**src/rtl/amx_pkg.sv**
```systemverilog
package amx_pkg;

   localparam int MODE_W     = 2;
   localparam int VERTEX_W   = 5;
   localparam int NEIGHBOR_W = 5;
   localparam int CSR_W      = 6;
   localparam int CNT_W      = 6;
   localparam int CMP_W      = 8;
   localparam int MAX_RESULTS = 32;

   localparam logic [CSR_W-1:0] VCOUNT_RESET = 6'd32;

   typedef enum logic [MODE_W-1:0] {
      MODE_ADD  = 2'd0,
      MODE_SUCC = 2'd1,
      MODE_PRED = 2'd2
   } mode_type;

   typedef enum logic [3:0] {
      ST_IDLE = 4'b0001,
      ST_ADD  = 4'b0010,
      ST_SCAN = 4'b0100,
      ST_LAST = 4'b1000
   } state_type;

   typedef struct packed {
      logic rd_en;
      logic wr_en;
   } mem_ctl_type;

endpackage

```
**src/rtl/amx_if.sv**
```systemverilog
interface amx_req_if;
   logic                          valid;
   logic                          ready;
   logic [amx_pkg::MODE_W-1:0]    mode;
   logic [amx_pkg::VERTEX_W-1:0]  first_vertex;
   logic [amx_pkg::VERTEX_W-1:0]  second_vertex;

   modport source (output valid, output mode, output first_vertex, output second_vertex,
                   input ready);
   modport sink   (input valid, input mode, input first_vertex, input second_vertex,
                   output ready);
endinterface

interface amx_rsp_if;
   logic                           valid;
   logic                           ready;
   logic [amx_pkg::NEIGHBOR_W-1:0] neighbor;
   logic                           has_neighbor;
   logic                           error;
   logic                           last;

   modport source (output valid, output neighbor, output has_neighbor, output error,
                   output last, input ready);
   modport sink   (input valid, input neighbor, input has_neighbor, input error,
                   input last, output ready);
endinterface

```
**src/rtl/amx_mem.sv**
```systemverilog
module amx_mem #(
   parameter int MAX_VERTICES = 32,
   parameter int VW = (MAX_VERTICES > 1) ? $clog2(MAX_VERTICES) : 1
) (
   input  logic                    clock,
   input  logic                    clear,
   input  amx_pkg::mem_ctl_type    ctl,
   input  logic [VW-1:0]           rd_addr,
   input  logic [VW-1:0]           wr_addr,
   input  logic [MAX_VERTICES-1:0] wr_data,
   output logic [MAX_VERTICES-1:0] rd_data
);

   logic [MAX_VERTICES-1:0] rows [MAX_VERTICES];
   logic [MAX_VERTICES-1:0] row_vld_ff;
   logic [MAX_VERTICES-1:0] rd_data_ff;

   // A row never written since the last clear reads as all zero.
   always_ff @(posedge clock) begin
      if (clear) begin
         row_vld_ff <= '0;
      end else if (ctl.wr_en) begin
         row_vld_ff[wr_addr] <= 1'b1;
      end
   end

   always_ff @(posedge clock) begin
      if (ctl.wr_en) begin
         rows[wr_addr] <= wr_data;
      end
   end

   always_ff @(posedge clock) begin
      if (ctl.rd_en) begin
         rd_data_ff <= row_vld_ff[rd_addr] ? rows[rd_addr] : '0;
      end
   end

   assign rd_data = rd_data_ff;

endmodule

```
**src/rtl/amx_seq.sv**
```systemverilog
module amx_seq #(
   parameter int MAX_VERTICES = 32,
   parameter int VW = (MAX_VERTICES > 1) ? $clog2(MAX_VERTICES) : 1,
   parameter int CW = $clog2(MAX_VERTICES + 1)
) (
   input  logic                    clock,
   input  logic                    reset,
   input  logic [CW-1:0]           vcount,
   amx_req_if.sink                 req,
   amx_rsp_if.source               rsp,
   output amx_pkg::mem_ctl_type    mem_ctl,
   output logic [VW-1:0]           rd_addr,
   output logic [VW-1:0]           wr_addr,
   output logic [MAX_VERTICES-1:0] wr_data,
   input  logic [MAX_VERTICES-1:0] rd_data
);

   amx_pkg::state_type state_ff, state_in;
   amx_pkg::mode_type  mode_ff, mode_in;
   logic [VW-1:0]              a_row_ff, a_row_in;
   logic [VW-1:0]              b_row_ff, b_row_in;
   logic [CW-1:0]              idx_ff, idx_in;
   logic [amx_pkg::CNT_W-1:0]  cnt_ff, cnt_in;
   logic [VW-1:0]              pend_ff, pend_in;
   logic                       err_ff, err_in;

   logic                           rsp_vld_ff;
   logic [amx_pkg::NEIGHBOR_W-1:0] nb_ff, nb_in;
   logic                           has_ff, has_in;
   logic                           rerr_ff, rerr_in;
   logic                           last_ff, last_in;

   logic          accept, out_free, push;
   logic          a_ok, b_ok, hit, done;
   logic [VW-1:0] req_a_row, req_b_row;

   assign req.ready = (state_ff == amx_pkg::ST_IDLE);
   assign accept    = req.valid && req.ready;
   assign out_free  = !rsp_vld_ff || rsp.ready;

   assign a_ok = amx_pkg::CMP_W'(req.first_vertex)  < amx_pkg::CMP_W'(vcount);
   assign b_ok = amx_pkg::CMP_W'(req.second_vertex) < amx_pkg::CMP_W'(vcount);
   assign req_a_row = VW'({{VW{1'b0}}, req.first_vertex});
   assign req_b_row = VW'({{VW{1'b0}}, req.second_vertex});

   // Successors test bit idx of the held row; predecessors test column a of row idx.
   assign hit  = (mode_ff == amx_pkg::MODE_SUCC) ? rd_data[idx_ff[VW-1:0]] : rd_data[a_row_ff];
   assign done = (idx_ff >= vcount) ||
                 (amx_pkg::CMP_W'(cnt_ff) == amx_pkg::CMP_W'(amx_pkg::MAX_RESULTS));

   assign wr_addr = a_row_ff;
   assign wr_data = rd_data | (MAX_VERTICES'(1) << b_row_ff);

   always_comb begin
      state_in = state_ff;
      mode_in  = mode_ff;
      a_row_in = a_row_ff;
      b_row_in = b_row_ff;
      idx_in   = idx_ff;
      cnt_in   = cnt_ff;
      pend_in  = pend_ff;
      err_in   = err_ff;
      mem_ctl  = '0;
      rd_addr  = '0;
      push     = 1'b0;
      nb_in    = '0;
      has_in   = 1'b0;
      rerr_in  = 1'b0;
      last_in  = 1'b0;

      case (state_ff)
         amx_pkg::ST_IDLE: begin
            if (accept) begin
               mode_in  = amx_pkg::mode_type'(req.mode);
               a_row_in = req_a_row;
               b_row_in = req_b_row;
               idx_in   = '0;
               cnt_in   = '0;
               err_in   = 1'b1;
               state_in = amx_pkg::ST_LAST;
               case (amx_pkg::mode_type'(req.mode))
                  amx_pkg::MODE_ADD: begin
                     if (a_ok && b_ok) begin
                        mem_ctl.rd_en = 1'b1;
                        rd_addr       = req_a_row;
                        err_in        = 1'b0;
                        state_in      = amx_pkg::ST_ADD;
                     end
                  end
                  amx_pkg::MODE_SUCC: begin
                     if (a_ok) begin
                        mem_ctl.rd_en = 1'b1;
                        rd_addr       = req_a_row;
                        err_in        = 1'b0;
                        state_in      = amx_pkg::ST_SCAN;
                     end
                  end
                  amx_pkg::MODE_PRED: begin
                     if (a_ok) begin
                        mem_ctl.rd_en = 1'b1;
                        rd_addr       = '0;
                        err_in        = 1'b0;
                        state_in      = amx_pkg::ST_SCAN;
                     end
                  end
                  default: begin
                     err_in = 1'b1;
                  end
               endcase
            end
         end
         amx_pkg::ST_ADD: begin
            mem_ctl.wr_en = 1'b1;
            state_in      = amx_pkg::ST_LAST;
         end
         amx_pkg::ST_SCAN: begin
            if (done) begin
               state_in = amx_pkg::ST_LAST;
            end else if (!(hit && (cnt_ff != '0) && !out_free)) begin
               // A new hit releases the one held back, which is then known not to be last.
               if (hit) begin
                  if (cnt_ff != '0) begin
                     push  = 1'b1;
                     nb_in = amx_pkg::NEIGHBOR_W'({{amx_pkg::NEIGHBOR_W{1'b0}}, pend_ff});
                     has_in = 1'b1;
                  end
                  pend_in = idx_ff[VW-1:0];
                  cnt_in  = cnt_ff + 1'b1;
               end
               idx_in = idx_ff + 1'b1;
               if ((mode_ff == amx_pkg::MODE_PRED) && (idx_ff != CW'(MAX_VERTICES - 1))) begin
                  mem_ctl.rd_en = 1'b1;
                  rd_addr       = VW'(idx_ff + 1'b1);
               end
            end
         end
         amx_pkg::ST_LAST: begin
            if (out_free) begin
               push     = 1'b1;
               has_in   = (cnt_ff != '0);
               nb_in    = (cnt_ff != '0) ?
                          amx_pkg::NEIGHBOR_W'({{amx_pkg::NEIGHBOR_W{1'b0}}, pend_ff}) : '0;
               rerr_in  = err_ff;
               last_in  = 1'b1;
               state_in = amx_pkg::ST_IDLE;
            end
         end
         default: begin
            state_in = amx_pkg::ST_IDLE;
         end
      endcase
   end

   always_ff @(posedge clock) begin
      if (reset) begin
         state_ff   <= amx_pkg::ST_IDLE;
         rsp_vld_ff <= 1'b0;
      end else begin
         state_ff <= state_in;
         if (push) begin
            rsp_vld_ff <= 1'b1;
         end else if (rsp.ready) begin
            rsp_vld_ff <= 1'b0;
         end
      end
   end

   always_ff @(posedge clock) begin
      mode_ff  <= mode_in;
      a_row_ff <= a_row_in;
      b_row_ff <= b_row_in;
      idx_ff   <= idx_in;
      cnt_ff   <= cnt_in;
      pend_ff  <= pend_in;
      err_ff   <= err_in;
      if (push) begin
         nb_ff   <= nb_in;
         has_ff  <= has_in;
         rerr_ff <= rerr_in;
         last_ff <= last_in;
      end
   end

   assign rsp.valid        = rsp_vld_ff;
   assign rsp.neighbor     = nb_ff;
   assign rsp.has_neighbor = has_ff;
   assign rsp.error        = rerr_ff;
   assign rsp.last         = last_ff;

endmodule

```
**src/rtl/adjacency_matrix_store.sv**
```systemverilog
// Channel   Role    Handshake      Content
// req       sink    valid/ready    mode, first_vertex, second_vertex
// rsp       source  valid/ready    neighbor, has_neighbor, error, last
// csr       write   csr_wr_en      vertex_count, no read-back
//
// A listing's scan tests one matrix bit per cycle from one read port, unless a stalled rsp
// holds it. Synchronous reset and every vertex_count write clear the matrix through per-row
// valid bits. A stalled rsp holds the scan only when a further neighbor is found while
// one is held back, and it holds the final result; req is ready only between requests.
module adjacency_matrix_store #(
   parameter int MAX_VERTICES = 32
) (
   input  logic                       clock,
   input  logic                       reset,
   amx_req_if.sink                    req,
   amx_rsp_if.source                  rsp,
   input  logic                       csr_wr_en,
   input  logic [amx_pkg::CSR_W-1:0]  csr_wr_data
);

   localparam int VW = (MAX_VERTICES > 1) ? $clog2(MAX_VERTICES) : 1;
   localparam int CW = $clog2(MAX_VERTICES + 1);

   logic [amx_pkg::CSR_W-1:0] vcount_ff;
   logic [CW-1:0]             vcount_eff;
   amx_pkg::mem_ctl_type      mem_ctl;
   logic [VW-1:0]             rd_addr, wr_addr;
   logic [MAX_VERTICES-1:0]   wr_data, rd_data;

   always_ff @(posedge clock) begin
      if (reset) begin
         vcount_ff <= amx_pkg::VCOUNT_RESET;
      end else if (csr_wr_en) begin
         vcount_ff <= csr_wr_data;
      end
   end

   assign vcount_eff = (amx_pkg::CMP_W'(vcount_ff) > amx_pkg::CMP_W'(MAX_VERTICES)) ?
                       CW'(MAX_VERTICES) : CW'(vcount_ff);

   amx_mem #(.MAX_VERTICES(MAX_VERTICES), .VW(VW)) u_mem (
      .clock   (clock),
      .clear   (reset || csr_wr_en),
      .ctl     (mem_ctl),
      .rd_addr (rd_addr),
      .wr_addr (wr_addr),
      .wr_data (wr_data),
      .rd_data (rd_data)
   );

   amx_seq #(.MAX_VERTICES(MAX_VERTICES), .VW(VW), .CW(CW)) u_seq (
      .clock   (clock),
      .reset   (reset),
      .vcount  (vcount_eff),
      .req     (req),
      .rsp     (rsp),
      .mem_ctl (mem_ctl),
      .rd_addr (rd_addr),
      .wr_addr (wr_addr),
      .wr_data (wr_data),
      .rd_data (rd_data)
   );

   a_busy_after_accept: assert property (@(posedge clock) disable iff (reset)
      req.valid && req.ready |=> !req.ready)
      else $error("request accepted while previous one still in progress");

   a_error_is_final: assert property (@(posedge clock) disable iff (reset)
      rsp.valid && rsp.error |-> rsp.last && !rsp.has_neighbor)
      else $error("error result not final or carries a neighbor");

   a_empty_neighbor_zero: assert property (@(posedge clock) disable iff (reset)
      rsp.valid && !rsp.has_neighbor |-> rsp.neighbor == '0 && rsp.last)
      else $error("result without neighbor is malformed");

   a_list_holds_input: assert property (@(posedge clock) disable iff (reset)
      rsp.valid && !rsp.last |-> !req.ready)
      else $error("ready while a listing is still being delivered");

endmodule
```
**src/flat_wrapper.sv**
```systemverilog
// flat-port wrapper written by rule: the top's interface ports become plain ports
module adjacency_matrix_store_flat 
#(
   parameter int MAX_VERTICES = 32
)
  (clock, reset, csr_wr_en, csr_wr_data, req_valid, req_mode, req_first_vertex, req_second_vertex, req_ready, rsp_valid, rsp_neighbor, rsp_has_neighbor, rsp_error, rsp_last, rsp_ready);
  amx_req_if req_i ();
  amx_rsp_if rsp_i ();
  input  logic clock;
  input  logic reset;
  input  logic csr_wr_en;
  input  logic [amx_pkg::CSR_W-1:0] csr_wr_data;
  input wire logic [$bits(req_i.valid)-1:0] req_valid;
  input wire logic [$bits(req_i.mode)-1:0] req_mode;
  input wire logic [$bits(req_i.first_vertex)-1:0] req_first_vertex;
  input wire logic [$bits(req_i.second_vertex)-1:0] req_second_vertex;
  output wire logic [$bits(req_i.ready)-1:0] req_ready;
  output wire logic [$bits(rsp_i.valid)-1:0] rsp_valid;
  output wire logic [$bits(rsp_i.neighbor)-1:0] rsp_neighbor;
  output wire logic [$bits(rsp_i.has_neighbor)-1:0] rsp_has_neighbor;
  output wire logic [$bits(rsp_i.error)-1:0] rsp_error;
  output wire logic [$bits(rsp_i.last)-1:0] rsp_last;
  input wire logic [$bits(rsp_i.ready)-1:0] rsp_ready;
  assign req_i.valid = req_valid;
  assign req_i.mode = req_mode;
  assign req_i.first_vertex = req_first_vertex;
  assign req_i.second_vertex = req_second_vertex;
  assign req_ready = req_i.ready;
  assign rsp_valid = rsp_i.valid;
  assign rsp_neighbor = rsp_i.neighbor;
  assign rsp_has_neighbor = rsp_i.has_neighbor;
  assign rsp_error = rsp_i.error;
  assign rsp_last = rsp_i.last;
  assign rsp_i.ready = rsp_ready;
  adjacency_matrix_store #(.MAX_VERTICES(MAX_VERTICES)) u_core (.clock(clock), .reset(reset), .req(req_i), .rsp(rsp_i), .csr_wr_en(csr_wr_en), .csr_wr_data(csr_wr_data));
endmodule
```
**config.mk**
```make
export PLATFORM = sky130hd
export DESIGN_NAME = adjacency_matrix_store_flat
export DESIGN_NICKNAME = d
export VERILOG_FILES = /design/src/rtl/amx_pkg.sv /design/src/rtl/amx_if.sv /design/src/rtl/amx_mem.sv /design/src/rtl/amx_seq.sv /design/src/rtl/adjacency_matrix_store.sv /design/src/flat_wrapper.sv
export SDC_FILE = /design/constraint.sdc
export NUM_CORES = 1
export LEC_CHECK = 0
export BUFFER_PORTS_ARGS = -buffer_cell sky130_fd_sc_hd__buf_2
export CORE_UTILIZATION = 43
export DETAILED_ROUTE_END_ITERATION = 6
export GPL_ROUTABILITY_DRIVEN = 0
export PLACE_DENSITY = 0.66
export SLEW_MARGIN = 30
export SYNTH_ARGS = -nofsm -noshare
export SYNTH_HDL_FRONTEND = slang
export SYNTH_SLANG_ARGS = --single-unit
```
**constraint.sdc**
```tcl
create_clock -name clock -period 7.3 [get_ports clock]
set_input_delay 0.365 -clock clock [delete_from_list [all_inputs] [get_ports clock]]
set_output_delay 0.365 -clock clock [all_outputs]
set_load 0.01 [all_outputs]
```
# Word level (Yosys, flattened, before mapping)

Memory sizes are Yosys's and may differ from the RTL's. A register that Yosys moved wholly into a read port is not among the register bits.
Cells that the tools add are included.

Shift operators: 1
Multiplexer cells: 63
$add $sub $neg: 2
Reductions and logical operators: 23
Bitwise gates (word level): 4
Order comparisons: 8
Equal/unequal tests: 16

Operators by type and width:

| cell                 | number |
|---|---|
| $or 32x32->32        | 2 |
| $mux 5               | 11 |
| $mux 6               | 7 |
| $shl 1x5->32 const A | 1 |
| $pmux 5 s2           | 3 |
| $mux 1               | 24 |
| $pmux 6 s2           | 2 |
| $mux 4               | 5 |
| $lt 5x6->1 const B   | 3 |
| $pmux 4 s4           | 1 |
| $bmux 1 s5           | 3 |
| $add 6x1->6 const B  | 2 |
| $lt 5x6->1           | 2 |
| $ne 2x2->1 const B   | 5 |
| $pmux 1 s2           | 5 |
| $pmux 4 s2           | 1 |
| $reduce_and 4->1     | 2 |
| $eq 6x6->1 const B   | 1 |
| $ge 6x6->1           | 1 |
| $gt 6x6->1 const B   | 1 |
| $logic_and 1x1->1    | 6 |
| $ne 6x5->1 const B   | 1 |
| $reduce_bool 6->1    | 1 |
| $demux 1 s5          | 1 |
| other kinds (17)     | 26 |

Word-level logic and storage cells: 133
Bits in writable memories: 1024
Memories: 1
Output and inout port bits: 10
Bits of input ports: 23
Register bits: 81

Memory list:

| name              | words | bits a word | rd ports | clocked after memory_dff | wr ports | RTL line      | source |
|---|---|---|---|---|---|---|---|
| u_core.u_mem.rows | 32    | 32          | 1        | 1                        | 1        | amx_mem.sv:14 | `logic [MAX_VERTICES-1:0] rows [MAX_VERTICES];` |

# Longest topological paths before layout

Word-level depth: 11
Gate-level depth with buffers: 17
Mapped depth without buffers: 14

# By module

A second synthesis with hierarchy kept.

Cell total of the unflattened synthesis: 2444
Area, all modules: 45223.4 µm²

Modules (own cells, without submodules):

| module                 | area each (µm²) | times used | cells an instance | sequential area each (µm²) |
|---|---|---|---|---|
| amx_mem                | 41785.1         | 1          | 2126              | 32351.0 |
| amx_seq                | 3180.6          | 1          | 292               | 1241.2 |
| adjacency_matrix_store | 257.7           | 1          | 26                | 120.1 |

# Worst setup path before layout

OpenSTA, ideal clock, no wires.

Path kind: reg-to-reg
From: reg u_core.vcount_ff[5] (netlist name)
To: reg u_core.u_mem.rd_data_ff[0], in the netlist u_core.u_mem.rd_data[0], read port of u_core.u_mem.rows, data pin
Data arrival time: 3596 ps
Setup slack: 3411 ps
Clock period less this slack: 3889 ps
Data required time: 7007 ps
Buffers on the path: 2
Cell stages (with the launch flop): 17
Cell sequence: dfxtp_1 -> inv_1 -> nand2_1 -> ha_1 -> nor4b_1 -> o21bai_1 -> a31oi_1 -> a21oi_1 -> or3_1 -> buf_1 -> nand2_4 -> mux2_2 -> o2111ai_1 -> o211ai_1 -> nor3_4 -> buf_4 -> a2111oi_2

Word-level cells in the longest chain between the ends: 11
Elaborated cells between the ends (all ways): 22
Classes of those cells: 4 x order compare; 15 x mux; 3 x reduce/logical

Ends and longest elaborated chain:

| element                       | RTL line                     | source |
|---|---|---|
| from (decl)                   | adjacency_matrix_store.sv:24 | `logic [amx_pkg::CSR_W-1:0] vcount_ff;` |
| from (signal assigned)        | adjacency_matrix_store.sv:32 | `vcount_ff <= amx_pkg::VCOUNT_RESET;` |
| from (signal assigned)        | adjacency_matrix_store.sv:34 | `vcount_ff <= csr_wr_data;` |
| $gt 6x6->1                    | adjacency_matrix_store.sv:38 | `assign vcount_eff = (amx_pkg::CMP_W'(vcount_ff) > amx_pkg::CMP_W'(MAX_VERTICES)) ?` |
| $mux 6 (*)                    | adjacency_matrix_store.sv:38 |  |
| $lt 5x6->1 (on tied branches) | amx_seq.sv:41, amx_seq.sv:42 |  |
| $logic_and 1x1->1             | amx_seq.sv:83                | `if (a_ok && b_ok) begin` |
| $mux 5                        | amx_seq.sv:83                |  |
| $pmux 5 s2                    | amx_seq.sv:81                | `case (amx_pkg::mode_type'(req.mode))` |
| $mux 5                        | amx_seq.sv:73                | `if (accept) begin` |
| $pmux 5 s2                    | amx_seq.sv:71                | `case (state_ff)` |
| $bmux 1 s5                    | amx_mem.sv:35                | `rd_data_ff <= row_vld_ff[rd_addr] ? rows[rd_addr] : '0;` |
| $mux 1 (implied by the code)  | amx_mem.sv:35                |  |
| $logic_not 1->1 (no line)     | --                           |  |
| to (decl)                     | amx_mem.sv:16                | `logic [MAX_VERTICES-1:0] rd_data_ff;` |

Mark *: on every way between the ends. The rest lies on a longest branch, timed or not. The select of a mux whose other input is x is not followed.
A chain may end at the register's enable or synchronous reset.

# Worst setup path after layout

From: reg u_core.vcount_ff[5] (netlist name)
To: reg u_core.u_mem.rd_data_ff[28], in the netlist u_core.u_mem.rd_data[28], read port of u_core.u_mem.rows, data pin

The elaborated chain is that of the path after synthesis.

==> results.sh <==
export IMPL_end_kind="flop"
export IMPL_clock_latency_ns=0.71
export IMPL_grt_pass1_wl_um=178300
export IMPL_clockPowerShare_pct=40.1
export IMPL_leakage_nw=17.97
export IMPL_critPathMaxFanout=30
export IMPL_ctsResizeCount=0
export IMPL_ys_top_cells_by_count="edfxtp_1 (1094), nand2_1 (533), mux2i_1 (278)"
export IMPL_num_rows=118
export IMPL_crit_chain="inv_1 > nand2_1 > ha_1 > o21ai_0 > o21ai_0 > o211ai_1 > a21oi_1 > nor3_1 > a21oi_4 > buf_4 > a31oi_1 > o2111ai_1 > o211ai_1 > nor3_4 > buf_4 > a2111oi_2"
export IMPL_hold_viol=0
export IMPL_max_freq_mhz=188.6
export IMPL_cts_root_buf="clkbuf_16"
export IMPL_seq_area_frac_synth_pct=74.14
export IMPL_start_kind="flop"
export IMPL_die_area_um2=107000
export IMPL_htree_levels=3
export IMPL_wl_per_cell_um=27.42
export IMPL_numClockSinks=1137
export IMPL_r2r_start="u_core.vcount_ff[5]"
export IMPL_clock_skew_final_ns=0.03091
export IMPL_comb_power_share_pct=5.3
export IMPL_finalSetupViolations=0
export IMPL_post_dp_hpwl_um=65570
export IMPL_cts_buffer_depth=3
export IMPL_intPower_mw=10.42
export IMPL_regToRegEndpoint="u_core.u_mem.rd_data[28]"
export IMPL_ys_types=73
export IMPL_grt_total_usage_pct=22.73
export IMPL_finish_utilization_pct=49.25
export IMPL_worst_pin_slew_ns=1.033
export IMPL_switching_share_pct=22.14
export IMPL_async_reset_ff_share_pct=0
export IMPL_path_class="flop to flop"
export IMPL_path_clk_slew_ns=0.07
export IMPL_p_per_area_nw_per_um2=260.8
export IMPL_worstRegToRegCells=16
export IMPL_hold_path_class="input port to flop"
export IMPL_cts_buffers=110
export IMPL_vias=27010
export IMPL_drc_errors=0
export IMPL_dr_pass1_iters=6
export IMPL_worstPathRequired_ns=7.70
export IMPL_ys_ff_latch=1137
export IMPL_synth_warnings=0
export IMPL_p_switching_mw=2.964
export IMPL_timing_final_crit_share_pct=72.62
export IMPL_drive_gt1_share_pct=12.29
export IMPL_endpoint="u_core.u_mem.rd_data[28]"
export IMPL_fin_nets=3054
export IMPL_status="finished, final reports clean"
export IMPL_rsz0062_at_grt="false"
export IMPL_yosys_most_used_dff="edfxtp_1"
export IMPL_grt_overflow_total=0
export IMPL_area_delta_synth_final_pct=12.89
export IMPL_ant_nets=0
export IMPL_r2r_setup_slack_ns=2.00
export IMPL_pin_count=33
export IMPL_die_h_um=327.2
export IMPL_die_w_um=327.2
export IMPL_wl_um=122800
export IMPL_vias_per_cell=6.030
export IMPL_slew_violations=0
export IMPL_cp_startpoint="u_core.vcount_ff[5]"
export IMPL_cp_arrival_ns=5.70
export IMPL_syn_nets=2988
export IMPL_yosysTopAreaCellShare_pct=72.25
export IMPL_drt_first_iter_violations=3674
export IMPL_maxCapViolations=0
export IMPL_synth_edf_count=1094
export IMPL_slew_headroom_pct=31.11
export IMPL_cts_tree="built"
export IMPL_crit_slowest_cell="a21oi_4"
export IMPL_diodes=0
export IMPL_vdd_drop_max_v=0.0001797
export IMPL_finalCriticalPeriod_ns=5.301
export IMPL_post_synth_main_area_contributors="edfxtp_1 (72%), mux2i_1 (6.1%), nand2_1 (4.4%)"
export IMPL_grt_antenna_before_repair=0
export IMPL_synth_area_um2=45470
export IMPL_grt_max_degree=95
export IMPL_seq_power_share_pct=54.5
export IMPL_syn_area_per_cell_um2=15.44
export IMPL_crit_path_max_incr_delay_ns=0.81
export IMPL_core_region_area_um2=104200
export IMPL_grt_pass1_vias=25897
export IMPL_yosysMostFrequentCell="edfxtp_1"
export IMPL_synthCells=2945
export IMPL_yosysTopAreaCell="edfxtp_1"
export IMPL_start_util_pct=43.62
export IMPL_io_buffer_count=32
export IMPL_setup_tns_ns=0
-- placed cells by master (no fill, tap or decap), types with 30 or more instances in the layout --
master / instances
a32o_1: 64
a221oi_1: 65
dfxtp_1: 43
clkbuf_16: 111
buf_2: 32
mux2i_1: 278
o21a_1: 34
a32oi_1: 65
edfxtp_1: 1094
buf_4: 60
clkinv_1: 30
o22ai_1: 38
nand2_1: 532
nor2_4: 33
nand3_1: 182
a31oi_1: 36
a2111oi_2: 31
-- how the worst min path moves through the flow --
stage	from	end	slack, ns	cells past startpoint
finish	req_valid	u_core.u_seq.state_ff[0]	0.08	4
global route	req_valid	u_core.u_seq.state_ff[0]	0.11	4
CTS	req_valid	u_core.u_seq.state_ff[0]	0.05	4
detailed placement	u_core.u_mem.row_vld_ff[3]	u_core.u_mem.row_vld_ff[3]	0.45	1
global placement	u_core.u_mem.row_vld_ff[3]	u_core.u_mem.row_vld_ff[3]	0.44	1
floorplan	u_core.u_mem.row_vld_ff[17]	u_core.u_mem.row_vld_ff[17]	0.43	1
-- cells by family (layout without fill, tap and decap cells) --
| logic type | Yosys count | count (layout) | share of synthesized area [%] |
|---|---|---|---|
| flops | 1137 | 1137 | 74.14 |
| simple gates | 861 | 861 | 8.225 |
| compound gates | 437 | 437 | 8.236 |
| mux | 293 | 293 | 6.747 |
| buf+inv | 190 | 344 | 1.965 |
| fa+ha+maj | 20 | 20 | 0.5503 |
| xor+xnor | 7 | 7 | 0.1348 |
-- sequential cells by signal, indices dropped and copies added (netlist names), 2 cells and up --
name	flops
u_core.u_seq.state_ff	4
u_core.u_seq.pend_ff	5
u_core.u_seq.rsp.neighbor	5
u_core.u_mem.row_vld_ff	32
u_core.u_seq.idx_ff	6
u_core.vcount_ff	6
u_core.u_seq.cnt_ff	6
u_core.u_seq.wr_addr	5
u_core.u_mem.rows	1024
u_core.u_seq.b_row_ff	5
u_core.u_seq.mode_ff	2
u_core.u_mem.rd_data	32
-- power groups by stage --
stage / Clock [mW] / Sequential (mW) / Combinational, mW
after floorplan: 0 / 7.39 / 0.473
after global placement: 0 / 7.43 / 0.674
after detailed placement: 0 / 7.43 / 0.692
after CTS: 5.43 / 7.30 / 0.705
after global routing: 5.68 / 7.30 / 0.765
final: 5.37 / 7.30 / 0.716
-- routing by layer --
| layer | GRT usage [%] | vias up | part of all wire (%) |
|---|---|---|---|
| met2 | 35.71 | 1447 | 47 |
| met3 | 3.658 | 210 | 9.6 |
| met4 | 8.289 | 0 | 3.2 |
| met5 | 0 | - | 0 |
| met1 | 32.02 | 13700 | 41 |
| li1 | - | 11653 | - |
-- what timing repair did --
item                      4_1_cts  5_1_grt
buffers inserted                0        0
hold endpoints to repair       21        0
hold buffers                   25        0
-- critical path: cells and delay by family, from the launching register on --
kind / cells / cell delay [ns]
AO/OA/AOI/OAI: 9 / 2.45
buffers and inverters: 3 / 1.24
AND/OR/NAND/NOR: 3 / 0.57
flip-flops: 1 / 0.36
adder cells (fa/ha/maj): 1 / 0.32
-- per-stage QoR --
stage | cells | instance area [um2] | power, mW | hold WS [ns] | worst slack, ns
5_1_grt | 4479 | 51330 | 13.74 | 0.1133 | 1.661
3_3_place_gp | 4253 | 47570 | 8.108 | 0.4407 | 2.212
3_5_place_dp | 4253 | 47650 | 8.125 | 0.4483 | 2.147
2_1_floorplan | 2945 | 45470 | 7.866 | 0.4344 | 3.411
4_1_cts | 4478 | 51280 | 13.44 | 0.04501 | 2.118
6_report | 4479 | 51330 | 13.39 | 0.08025 | 1.999
-- area by class of cell --
| cell class | instances | area (um2) |
|---|---|---|
| clock buffers | 131 | 2853 |
| inverters | 16 | 60.06 |
| well taps | 1380 | 1727 |
| clock inverters | 69 | 519.2 |
| repair buffers | 128 | 1089 |
| fillers | 8665 | 52900 |
| multi-input cells | 1618 | 11370 |
| flip-flops and latches | 1137 | 33710 |
Note: power is estimated with default switching activity, not from simulation.
